`src/rtl/sfr_pkg.sv`:
```
// Shared types and constants for the sum-checked frame receiver.
`default_nettype none

package sfr_pkg;

   localparam int BYTE_W     = 8;
   localparam int CSR_ADDR_W = 3;
   localparam int CSR_DATA_W = 32;

   localparam logic [BYTE_W-1:0] HEAD_RESET = 8'h02;

   // Word index of the head byte register (paddr[2]).
   localparam logic REG_HEAD_BYTE = 1'b0;

   typedef enum logic [1:0] {
      STATUS_OK       = 2'd0,
      STATUS_BAD_HEAD = 2'd1,
      STATUS_BAD_SUM  = 2'd2,
      STATUS_BAD_LEN  = 2'd3
   } status_type;

   typedef struct packed {
      logic [BYTE_W-1:0] out_byte;
      logic [BYTE_W-1:0] position;
      logic              frame_end;
      status_type        status;
   } frame_res_type;

endpackage

`default_nettype wire

```
`src/rtl/sfr_csr.sv`:
```
// Configuration register block: head byte register behind the APB-style port.
`default_nettype none

module sfr_csr
   import sfr_pkg::*;
(
   input  wire logic                  clock,
   input  wire logic                  reset,
   input  wire logic                  psel,
   input  wire logic                  penable,
   input  wire logic                  pwrite,
   input  wire logic [CSR_ADDR_W-1:0] paddr,
   input  wire logic [CSR_DATA_W-1:0] pwdata,
   output logic      [CSR_DATA_W-1:0] prdata,
   output logic                       pready,
   output logic      [BYTE_W-1:0]     head_byte
);

   logic [BYTE_W-1:0] head_byte_ff;
   logic [BYTE_W-1:0] head_byte_in;
   logic              head_sel;

   assign head_sel = (paddr[2] == REG_HEAD_BYTE);

   always_comb begin
      head_byte_in = head_byte_ff;
      if (psel && penable && pwrite && head_sel) begin
         head_byte_in = pwdata[BYTE_W-1:0];
      end
   end

   always_ff @(posedge clock) begin
      if (reset) begin
         head_byte_ff <= HEAD_RESET;
      end else begin
         head_byte_ff <= head_byte_in;
      end
   end

   // Unused low address bits alias onto the word.
   always_comb begin
      prdata = '0;
      if (head_sel) begin
         prdata = {{(CSR_DATA_W-BYTE_W){1'b0}}, head_byte_ff};
      end
   end

   assign pready    = 1'b1;
   assign head_byte = head_byte_ff;

endmodule

`default_nettype wire

```
`src/rtl/sfr_framer.sv`:
```
// Frame tracking state and per-byte framing and check logic.
`default_nettype none

module sfr_framer
   import sfr_pkg::*;
(
   input  wire logic              clock,
   input  wire logic              reset,
   input  wire logic              step,
   input  wire logic [BYTE_W-1:0] rx_byte,
   input  wire logic [BYTE_W-1:0] head_byte,
   output frame_res_type          res
);

   logic [BYTE_W-1:0] byte_index_ff, byte_index_in;
   logic [BYTE_W-1:0] length_ff, length_in;
   logic [BYTE_W-1:0] sum_ff, sum_in;
   logic              head_ok_ff, head_ok_in;

   logic              at_head;
   logic              at_len;
   logic [BYTE_W-1:0] len;
   logic              frame_end;
   status_type        status;

   assign at_head = (byte_index_ff == '0);
   assign at_len  = (byte_index_ff == BYTE_W'(1));
   assign len     = at_len ? rx_byte : length_ff;

   always_comb begin
      if (at_head) begin
         frame_end = 1'b0;
      end else if (at_len) begin
         frame_end = (rx_byte <= BYTE_W'(1));
      end else begin
         frame_end = (byte_index_ff >= len);
      end
   end

   // Bad length outranks bad head, which outranks bad sum.
   always_comb begin
      status = STATUS_OK;
      if (frame_end) begin
         if (len == '0) begin
            status = STATUS_BAD_LEN;
         end else if (!head_ok_ff) begin
            status = STATUS_BAD_HEAD;
         end else if (sum_ff != rx_byte) begin
            status = STATUS_BAD_SUM;
         end
      end
   end

   always_comb begin
      byte_index_in = byte_index_ff;
      length_in     = length_ff;
      sum_in        = sum_ff;
      head_ok_in    = head_ok_ff;
      if (step) begin
         if (at_head) begin
            head_ok_in = (rx_byte == head_byte);
         end
         if (at_len) begin
            length_in = rx_byte;
         end
         if (frame_end) begin
            byte_index_in = '0;
            sum_in        = '0;
         end else begin
            byte_index_in = byte_index_ff + BYTE_W'(1);
            sum_in        = sum_ff + rx_byte;
         end
      end
   end

   always_ff @(posedge clock) begin
      if (reset) begin
         byte_index_ff <= '0;
         length_ff     <= '0;
         sum_ff        <= '0;
         head_ok_ff    <= 1'b0;
      end else begin
         byte_index_ff <= byte_index_in;
         length_ff     <= length_in;
         sum_ff        <= sum_in;
         head_ok_ff    <= head_ok_in;
      end
   end

   assign res.out_byte  = rx_byte;
   assign res.position  = byte_index_ff;
   assign res.frame_end = frame_end;
   assign res.status    = status;

endmodule

`default_nettype wire

```
`src/rtl/sum_checked_frame_receiver.sv`:
```
// Top level of the sum-checked frame receiver: input register, framer, result register.
`default_nettype none

// Channel  | Direction | Handshake            | Payload
// ---------+-----------+----------------------+----------------------------------------
// req_     | in        | req_valid/req_stall  | req_rx_byte
// rsp_     | out       | rsp_valid/rsp_stall  | rsp_out_byte, rsp_position,
//          |           |                      | rsp_frame_end, rsp_status
// csr      | in/out    | psel/penable/pready  | paddr, pwdata, prdata (head byte at 0)
//
// One beat per cycle sustained while the result side does not stall; an accepted byte
// passes through the input register, then the framer logic, into the result register.
// Reset is synchronous and clears the frame position, length, sum, head flag and both
// valid flags; the head byte register returns to 0x02.
// A stalled result holds the result register and, with it, the input register; the
// input side stalls only while both registers are full and the result is stalled.

module sum_checked_frame_receiver
   import sfr_pkg::*;
(
   input  wire logic                  clock,
   input  wire logic                  reset,
   // input channel
   input  wire logic                  req_valid,
   output logic                       req_stall,
   input  wire logic [BYTE_W-1:0]     req_rx_byte,
   // result channel
   output logic                       rsp_valid,
   input  wire logic                  rsp_stall,
   output logic      [BYTE_W-1:0]     rsp_out_byte,
   output logic      [BYTE_W-1:0]     rsp_position,
   output logic                       rsp_frame_end,
   output logic      [1:0]            rsp_status,
   // configuration port
   input  wire logic                  psel,
   input  wire logic                  penable,
   input  wire logic                  pwrite,
   input  wire logic [CSR_ADDR_W-1:0] paddr,
   input  wire logic [CSR_DATA_W-1:0] pwdata,
   output logic      [CSR_DATA_W-1:0] prdata,
   output logic                       pready
);

   logic [BYTE_W-1:0] head_byte;

   // Input register.
   logic              in_valid_ff, in_valid_in;
   logic [BYTE_W-1:0] in_byte_ff, in_byte_in;

   // Result register.
   logic              out_valid_ff, out_valid_in;
   frame_res_type     out_res_ff, out_res_in;

   logic              advance;
   logic              req_take;
   logic              step;
   frame_res_type     res;

   sfr_csr u_csr (
      .clock     (clock),
      .reset     (reset),
      .psel      (psel),
      .penable   (penable),
      .pwrite    (pwrite),
      .paddr     (paddr),
      .pwdata    (pwdata),
      .prdata    (prdata),
      .pready    (pready),
      .head_byte (head_byte)
   );

   // The pipe moves whenever the result register is empty or being drained.
   assign advance   = !out_valid_ff || !rsp_stall;
   assign req_stall = in_valid_ff && !advance;
   assign req_take  = req_valid && !req_stall;
   // Frame state updates only when the buffered byte moves into the result register.
   assign step      = in_valid_ff && advance;

   sfr_framer u_framer (
      .clock     (clock),
      .reset     (reset),
      .step      (step),
      .rx_byte   (in_byte_ff),
      .head_byte (head_byte),
      .res       (res)
   );

   always_comb begin
      in_valid_in = in_valid_ff;
      in_byte_in  = in_byte_ff;
      if (req_take) begin
         // Load a new beat; the old one leaves in this same cycle.
         in_valid_in = 1'b1;
         in_byte_in  = req_rx_byte;
      end else if (advance) begin
         in_valid_in = 1'b0;
      end
   end

   always_comb begin
      out_valid_in = out_valid_ff;
      out_res_in   = out_res_ff;
      if (advance) begin
         out_valid_in = in_valid_ff;
         if (in_valid_ff) begin
            out_res_in = res;
         end
      end
   end

   always_ff @(posedge clock) begin
      if (reset) begin
         in_valid_ff  <= 1'b0;
         out_valid_ff <= 1'b0;
      end else begin
         in_valid_ff  <= in_valid_in;
         out_valid_ff <= out_valid_in;
      end
   end

   // Payload registers carry no reset.
   always_ff @(posedge clock) begin
      in_byte_ff <= in_byte_in;
      out_res_ff <= out_res_in;
   end

   assign rsp_valid     = out_valid_ff;
   assign rsp_out_byte  = out_res_ff.out_byte;
   assign rsp_position  = out_res_ff.position;
   assign rsp_frame_end = out_res_ff.frame_end;
   assign rsp_status    = out_res_ff.status;

endmodule

`default_nettype wire

```
`config.mk`:
```
export PLATFORM = sky130hd
export DESIGN_NAME = sum_checked_frame_receiver
export DESIGN_NICKNAME = d
export VERILOG_FILES = /design/src/rtl/sfr_pkg.sv /design/src/rtl/sfr_csr.sv /design/src/rtl/sfr_framer.sv /design/src/rtl/sum_checked_frame_receiver.sv
export SDC_FILE = /design/constraint.sdc
export NUM_CORES = 1
export LEC_CHECK = 0
export ABC_AREA = 1
export BUFFER_PORTS_ARGS = -buffer_cell sky130_fd_sc_hd__clkbuf_2
export CAP_MARGIN = 20
export CORE_MARGIN = 2
export CORE_UTILIZATION = 30
export DETAILED_ROUTE_END_ITERATION = 7
export PLACE_DENSITY = 0.64
export SLEW_MARGIN = 40
export SYNTH_ARGS = -nofsm -noshare
export SYNTH_HDL_FRONTEND = slang
export SYNTH_SLANG_ARGS = --single-unit
```
`constraint.sdc`:
```
create_clock -name clock -period 3 [get_ports clock]
set_input_delay 0.3 -clock clock [delete_from_list [all_inputs] [get_ports clock]]
set_output_delay 0.3 -clock clock [all_outputs]
set_load 0.01 [all_outputs]
```
==> results of run 1 <==
-- layout by cell type, fill, tap and decap left out, drive strengths merged --
| cell | n |
|---|---|
| and3 | 1 |
| edfxtp | 27 |
| nand3b | 1 |
| nand3 | 14 |
| nor3 | 5 |
| clkbuf | 63 |
| o211ai | 7 |
| a21oi | 31 |
| nor4 | 1 |
| xnor2 | 4 |
| ha | 18 |
| inv | 57 |
| nor2 | 39 |
| nand4 | 4 |
| a21boi | 1 |
| nand2 | 76 |
| nor3b | 1 |
| conb | 25 |
| dfxtp | 35 |
| clkinvlp | 1 |
| and2 | 1 |
| clkinv | 4 |
| a21o | 2 |
| xor2 | 9 |
| fa | 1 |
| o21ai | 25 |
| buf | 2 |
-- flip-flops by register name (all words and copies together), names as in the netlist, 2 cells and up --
signal / count
u_framer.length_ff: 8
u_csr.head_byte: 8
in_byte_ff: 8
rsp_out_byte: 8
u_framer.byte_index_ff: 8
rsp_status: 2
rsp_position: 8
u_framer.sum_ff: 8
-- worst max-delay path, delay by kind of cell (launching register included) --
family	cells	cell delay, ps
buffers and inverters	2	270
and+or+nand+nor	11	1030
DFF	1	440
AOI/OAI and AO/OA	2	180
adders and majority gates	2	520
-- routing by layer --
layer	global-route usage, %	vias up	wire, um
li1	-	1344	-
met4	4.52	0	78
met3	3.85	6	289
met5	0	-	0
met1	13.8	1144	3090
met2	20.9	48	3430
-- stage by stage --
step	std cells	hold slack, ps
6_report	595	143
5_1_grt	595	124
4_1_cts	595	127
3_5_place_dp	579	466
3_3_place_gp	579	457
2_1_floorplan	419	399
-- final cells by class --
cell class / count / share of cell area, %
sequential: 62 / 39.7
multi-input combinational: 266 / 38.4
timing repair buffer: 54 / 7.55
inverter: 57 / 5.61
tap: 140 / 4.60
clock buffer: 11 / 3.45
clock inverter: 5 / 0.689
-- synthesized netlist by cell type, drive strengths merged --
| master | count |
|---|---|
| inv | 57 |
| fa | 1 |
| nand3 | 14 |
| a21oi | 31 |
| a21o | 2 |
| o211ai | 7 |
| and2 | 1 |
| xor2 | 9 |
| dfxtp | 35 |
| nand2 | 76 |
| nor4 | 1 |
| o21ai | 25 |
| edfxtp | 27 |
| nand3b | 1 |
| nor3 | 5 |
| buf | 30 |
| nand4 | 4 |
| nor2 | 39 |
| conb | 2 |
| clkbuf | 4 |
| nor3b | 1 |
| a21boi | 1 |
| and3 | 1 |
| xnor2 | 4 |
| ha | 18 |
-- cell families after synthesis --
family          count (synthesis)
xor+xnor                       13
fa+ha+maj                      19
buf+inv                        91
flops                          62
compound gates                 66
other cells                     2
simple gates                  143
-- where the power goes --
group          total [W]  switching, W  internal [W]  leakage, nW
Combinational   0.000314      0.000198      0.000116         1.20
Clock           0.000600      0.000308      0.000293       0.0805
Sequential      0.000961     0.0000335      0.000927        0.545
-- final timing paths --
kind         cells past startpoint                      start                  to
max                             17  u_framer.byte_index_ff[0]       rsp_status[1]
min                              1             req_rx_byte[6]       in_byte_ff[6]
min reg2reg                      2         u_framer.sum_ff[0]  u_framer.sum_ff[0]
max reg2reg                     17  u_framer.byte_index_ff[0]       rsp_status[1]
==> results.md, run 1 <==
- Clk Latency, worst-skew pair: 340 ps
- Final net count: roughly 520
- Leak Pwr: 1.83 nW
- Worst setup margin: ~320 ps
- Setup bufs post-CTS: 0
- Leading area contributor after synthesis: edfxtp_1
- Reg clk slew, reported paths: 70 ps
- Number of max-cap violations: 0
- Largest family of logic cells by synthesized area: simple AND/OR/NAND/NOR gates
- Max Slew Vio Count: 0
- Vias: approximately 2500
- Top-area cell type share of the netlist area: 24.3%
- Synth area leaders: edfxtp_1 (24%), dfxtp_1 (21%), nand2_1 (7.8%)
- Slowest stage delay, CP: roughly 440 ps
- Largest net degree at the start of global routing: 36
- Xor and xnor area share after synthesis: 3.41%
- Fin crit share: 89.5%
- Longest Clk Path Bufs: 2
- Status: complete, no violations
- Worst path arrival time: about 2800 ps
- FMAX: roughly 0.37 GHz
- Footprint of the multi-input gates: approximately 1500 sq um
- Yosys warns: 0
- Row count: 38
- Final core utilization: 35.2%
- Area growth syn-to-layout: 14.2%
- Routed WL: 6880 um
- Finish-stage setup viols: 0
- Rel. slew slack: 58.3%
- Diode count: 0
- Clock skew: about 9 ps
- CTS tree: done
- Most used cell, CP: nand2_1
- Worst endpoint required time: ~3000 ps
- Layout cells sized above 1: 18.7%
- Mux cell area share after synthesis: 0%
- RSZ-0062 raised after global routing: false
- Worst-Margin Slew: 625 ps
- Flop2flop setup slack: 320 ps
- Initial Utilization: 30.8%
- Synth Area in Compound Gates: 11.3%
- Clk root buf: clkbuf_8
- Core area: 10800 sq um
- Mapped Area: about 3300 sq um
- Fin Setup TNS: 0 ps
- Gr usage total: 12.0%
- Design Power: 0.00187 W
- Drt wl/cell: 11.6 um
- Post-DP HPWL: 5160 um
- Initial antenna violation count: 0
- Pwr dens: around 490 nW/um^2
- Die Ht: roughly 110 um
- Post-synthesis simple-gate area fraction: 19.0%
- H-tree depth: 3
- Final Cell Area: 3810 sq um
- Number of hold buffers added after cts: 0
- DR iter-0 viols: 72
- Storage cell area: 1510 sq um
- Vias in the first global route: around 2400
- Netlist cell types: 35
- Post-Synthesis Cells: 396
- Crit path cell chain: ha_1, nand2_2, nor3_4, buf_4, nand2_1, o21ai_2, ha_1, nand2_1, inv_1, nand2_1, nand2_1, nand2_1, nand3_1, nand2_1, nand2_1, nand2_2, a21oi_1
- First-pass GRT wire length: 11000 um
- Hold Vio Cnt, Final: 0
- I/O pins: 104
- Num CTS Buffers: 9
- Die area: between 10000 and 15000 sq um
- Post-layout minimum cycle time: roughly 2700 ps
- Max FO, Critical Path: 9
- Seq/Total Area, Yosys: 45.3%
- Synthesis-stage register bit count: 62
- Syn Area/Cell: ~8.4 sq um
- Placed cell area: 3650 sq um
- DRC: 0
- Crit path kind: flop to flop
- Fill cells: 1136
- VDD IR max: around 0.15 mV
- DR vias/cell: 4.27
- Clock Sinks: 62
- Port Buf Inserts: 52
- Post-Synth Adder-Cell Area: under 10%
- Gr ovfl total: 0
- Pre-Repair DR Iteration Count: 4
- Chip width: 109 um
- CP Capture Type: flop
- GP Congestion: 0.805
- Worst Setup Start Kind: flop
- Post-cts repair resize count: 0
- Slowest-stage cell, CP: dfxtp_1
- HP Class: input port to flop
- Place WS: 326 ps
- Post-route ant nets: 0
Power figures use the tool's default switching activity.
==> run 2: changes to the inputs <==
PLACE_DENSITY = 0.63   (was 0.64)
SYNTH_HIERARCHICAL = 1   (was unset)
==> results.md, run 2 <==
- Row count: 39 (was 38)
- Flop2flop setup slack: 300 ps (was 320 ps)
- Die area: 12500 sq um (was 12000 sq um)
- GP Congestion: 0.903 (was 0.805)
- Final net count: 542 (was 519)
- Hold Vio Cnt, Final: 0 (unchanged)
- Crit path kind: flop to flop (unchanged)
- I/O pins: 104 (unchanged)
- Status: complete, no violations (unchanged)
- Clock skew: 8.25 ps (was 8.77 ps)
- Gr usage total: 11.7% (was 12.0%)
- Mapped Area: 3490 sq um (was 3340 sq um)
- Main synth FF type: dfxtp_1 (unchanged)
- Num CTS Buffers: 9 (unchanged)
- Port Buf Inserts: 52 (unchanged)
- Finish-stage setup viols: 0 (unchanged)
- DR vias/cell: 4.36 (was 4.27)
- Netlist cell types: 39 (was 35)
- Area growth syn-to-layout: 16.7% (was 14.2%)
- Async SR Flop Fraction: 0% (unchanged)
- Clk root buf: clkbuf_16 (was clkbuf_8)
- Pwr dens: 561 nW/um^2 (was 492 nW/um^2)
- Final Cell Area: 4070 sq um (was 3810 sq um)
- Reg clk slew, reported paths: 50 ps (was 70 ps)
- Fin Setup TNS: 0 ps (unchanged)
- Number of max-cap violations: 0 (unchanged)
- Gr ovfl total: 0 (unchanged)
- Seq/Total Area, Yosys: 43.3% (was 45.3%)
- Top-area cell type share of the netlist area: 23.3% (was 24.3%)
- Worst Hold End: in_byte_ff[3] (was in_byte_ff[6])
- Placed cell area: 3750 sq um (was 3650 sq um)
- Worst R2R End: u_framer/byte_index_ff[1] (was rsp_status[1])
- Post-route ant nets: 0 (unchanged)
- First-pass GRT wire length: 11700 um (was 11000 um)
- Synth area leaders: edfxtp_1 (23%), dfxtp_1 (20%), nand2_1 (8.8%) (was edfxtp_1 (24%), dfxtp_1 (21%), nand2_1 (7.8%))
- Rel. slew slack: 64.4% (was 58.3%)
- CTS tree: done (unchanged)
- Reg-to-Reg Start: u_framer/byte_index_ff[0] (was u_framer.byte_index_ff[0])
- Core area: 11400 sq um (was 10800 sq um)
- Longest Clk Path Bufs: 2 (unchanged)
- Leading area contributor after synthesis: edfxtp_1 (unchanged)
- Worst setup margin: 299 ps (was 316 ps)
- Hold_sp: req_rx_byte[3] (was req_rx_byte[6])
- Worst Setup Start Kind: flop (unchanged)
- Yosys warns: 6 (was 0)
- RSZ-0062 raised after global routing: false (unchanged)
- Vias in the first global route: 2473 (was 2378)
- Post-cts repair resize count: 0 (unchanged)
- Routed WL: 7070 um (was 6880 um)
- CP Capture Type: flop (unchanged)
- FMAX: 0.370 GHz (was 0.373 GHz)
- R2R depth: 15 (was 17)
- VDD IR max: 0.268 mV (was 0.150 mV)
- Clock Sinks: 62 (unchanged)
- Worst endpoint required time: 3190 ps (was 3080 ps)
- Max FO, Critical Path: 14 (was 9)
- Clk Latency, worst-skew pair: 320 ps (was 340 ps)
- Place WS: 213 ps (was 326 ps)
- Post-Synthesis Cells: 424 (was 396)
- Diode count: 0 (unchanged)
- Synthesis-stage register bit count: 62 (unchanged)
- Pre-Repair DR Iteration Count: 4 (unchanged)
- Worst-Margin Slew: 534 ps (was 625 ps)
- Layout cells sized above 1: 17.8% (was 18.7%)
- Die Ht: 112 um (was 109 um)
- DRC: 0 (unchanged)
- Most common cell after layout, fill and taps aside: nand2_1 (unchanged)
- Most frequent cell after synthesis: nand2_1 (unchanged)
- Worst path arrival time: 2890 ps (was 2760 ps)
- HP Class: input port to flop (unchanged)
- Fin crit share: 90.0% (was 89.5%)
- Max Slew Vio Count: 0 (unchanged)
- Leak Pwr: 2.01 nW (was 1.83 nW)
- Chip width: 112 um (was 109 um)
- Number of flops mapped to enable cells by yosys: 27 (unchanged)
- Initial Utilization: 30.7% (was 30.8%)
- Inst Count DP: 603 (was 579)
- Drt wl/cell: 11.4 um (was 11.6 um)
- Cell Count, Final, Fillers Out: 621 (was 595)
- Vias: 2709 (was 2542)
- Post-layout minimum cycle time: 2700 ps (was 2680 ps)
- WHS Path Cells: 1 (unchanged)
- Largest net degree at the start of global routing: 48 (was 36)
- Commonest cells post-synth: nand2_1 (82), inv_1 (63), nor2_1 (40) (was nand2_1 (69), inv_1 (57), nor2_1 (37))
- Syn Area/Cell: 8.22 sq um (was 8.43 sq um)
- DR iter-0 viols: 111 (was 72)
- Initial antenna violation count: 0 (unchanged)
- Most frequent cells in the layout: nand2_1 (82), inv_1 (63), clkbuf_2 (52), nor2_1 (40), dfxtp_1 (35) (was nand2_1 (69), inv_1 (57), clkbuf_2 (52), nor2_1 (37), dfxtp_1 (35))
- H-tree depth: 3 (unchanged)
- Post-DP HPWL: 5230 um (was 5160 um)
==> run 2: cell types whose count changed after synthesis, sizes merged, moves of 3 or more <==
| cell | before | now |
|---|---|---|
| clkbuf | 4 | 7 |
| xnor2 | 4 | 10 |
| inv | 57 | 65 |
| buf | 30 | 36 |
| a21oi | 31 | 23 |
| nand2 | 76 | 85 |
| nor2 | 39 | 46 |
| o21ai | 25 | 17 |
| nand3 | 14 | 21 |
| xor2 | 9 | 4 |
==> run 2: worst max-delay path by stage <==
| stage | start | endpoint | slack, ps | depth (start not counted) |
|---|---|---|---|---|
| after floorplan | in_valid_ff | u_framer/byte_index_ff[7] | 500 | 9 |
| after global placement | u_framer/byte_index_ff[0] | rsp_status[1] | 220 | 13 |
| after detailed placement | u_framer/byte_index_ff[0] | rsp_status[1] | 210 | 13 |
| after CTS | u_framer/byte_index_ff[0] | u_framer/byte_index_ff[1] | 200 | 14 |
| after global routing | u_framer/byte_index_ff[0] | u_framer/byte_index_ff[1] | 3 | 16 |
| final | u_framer/byte_index_ff[0] | u_framer/byte_index_ff[1] | 300 | 15 |
==> run 2: stage by stage <==
step	total power [W]	util, %	hold WS [ps]
after floorplan	0.00124	-	362
after global placement	0.00129	33.0	458
after detailed placement	0.00130	33.0	459
after CTS	0.00230	35.6	139
after global routing	0.00240	35.8	146
final	0.00229	35.8	153
==> run 2: layout make-up <==
class	instances	area [sq um]
multi-input cells	277	1520
clock buffers	16	293
fillers	1172	7300
well taps	143	179
flip-flops and latches	62	1510
repair buffers	58	318
inverters	65	246
==> run 2: metal layers <==
layer  vias to the layer above  track usage (%)  share of wire [%]
li1                       1394                -                  -
met1                      1241             13.5                 44
met2                        62             20.2                 50
met3                        12             3.16                4.5
met4                         0             5.76                2.1
met5                         -                0                  0
==> run 2: kinds of logic (layout without fill, tap and decap cells) <==
group | count (synthesis) | after routing | share of synthesized area, %
AOI/OAI and AO/OA | 52 | 52 | 8.47
xor gates and xnor gates | 14 | 14 | 3.52
adders and majority gates | 19 | 19 | 7.03
buffers and inverters | 108 | 139 | 15.8
DFF | 62 | 62 | 43.3
other | 2 | 25 | 0.215
and+or+nand+nor | 167 | 167 | 21.6
==> run 2: power by group <==
group / leakage [nW] / internal (W) / switching [W] / total, W
Sequential: 0.545 / 0.000929 / 0.0000320 / 0.000961
Clock: 0.142 / 0.000655 / 0.000335 / 0.000990
Combinational: 1.32 / 0.000125 / 0.000209 / 0.000334
Total: 2.01 / 0.00171 / 0.000576 / 0.00229
==> run 2: repair_timing <==
action	4_1_cts	5_1_grt
endpoints found under the setup margin	0	18
hold buffers	0	0
buffers inserted	0	2
hold endpoints to repair	0	0
==> run 2: worst max-delay path, stage by stage, from the launching register on <==
cell and delay (ps):
dfxtp_1 400, ha_1 200, nand2_2 80, nor3_4 200
buf_12 150, o21ai_0 190, ha_1 350, nand2_1 60
nor2_1 160, nand4_1 110, nand3_1 100, nand2_1 50
nand2_1 80, nand2_1 210, nand2_1 140, a21oi_1 70
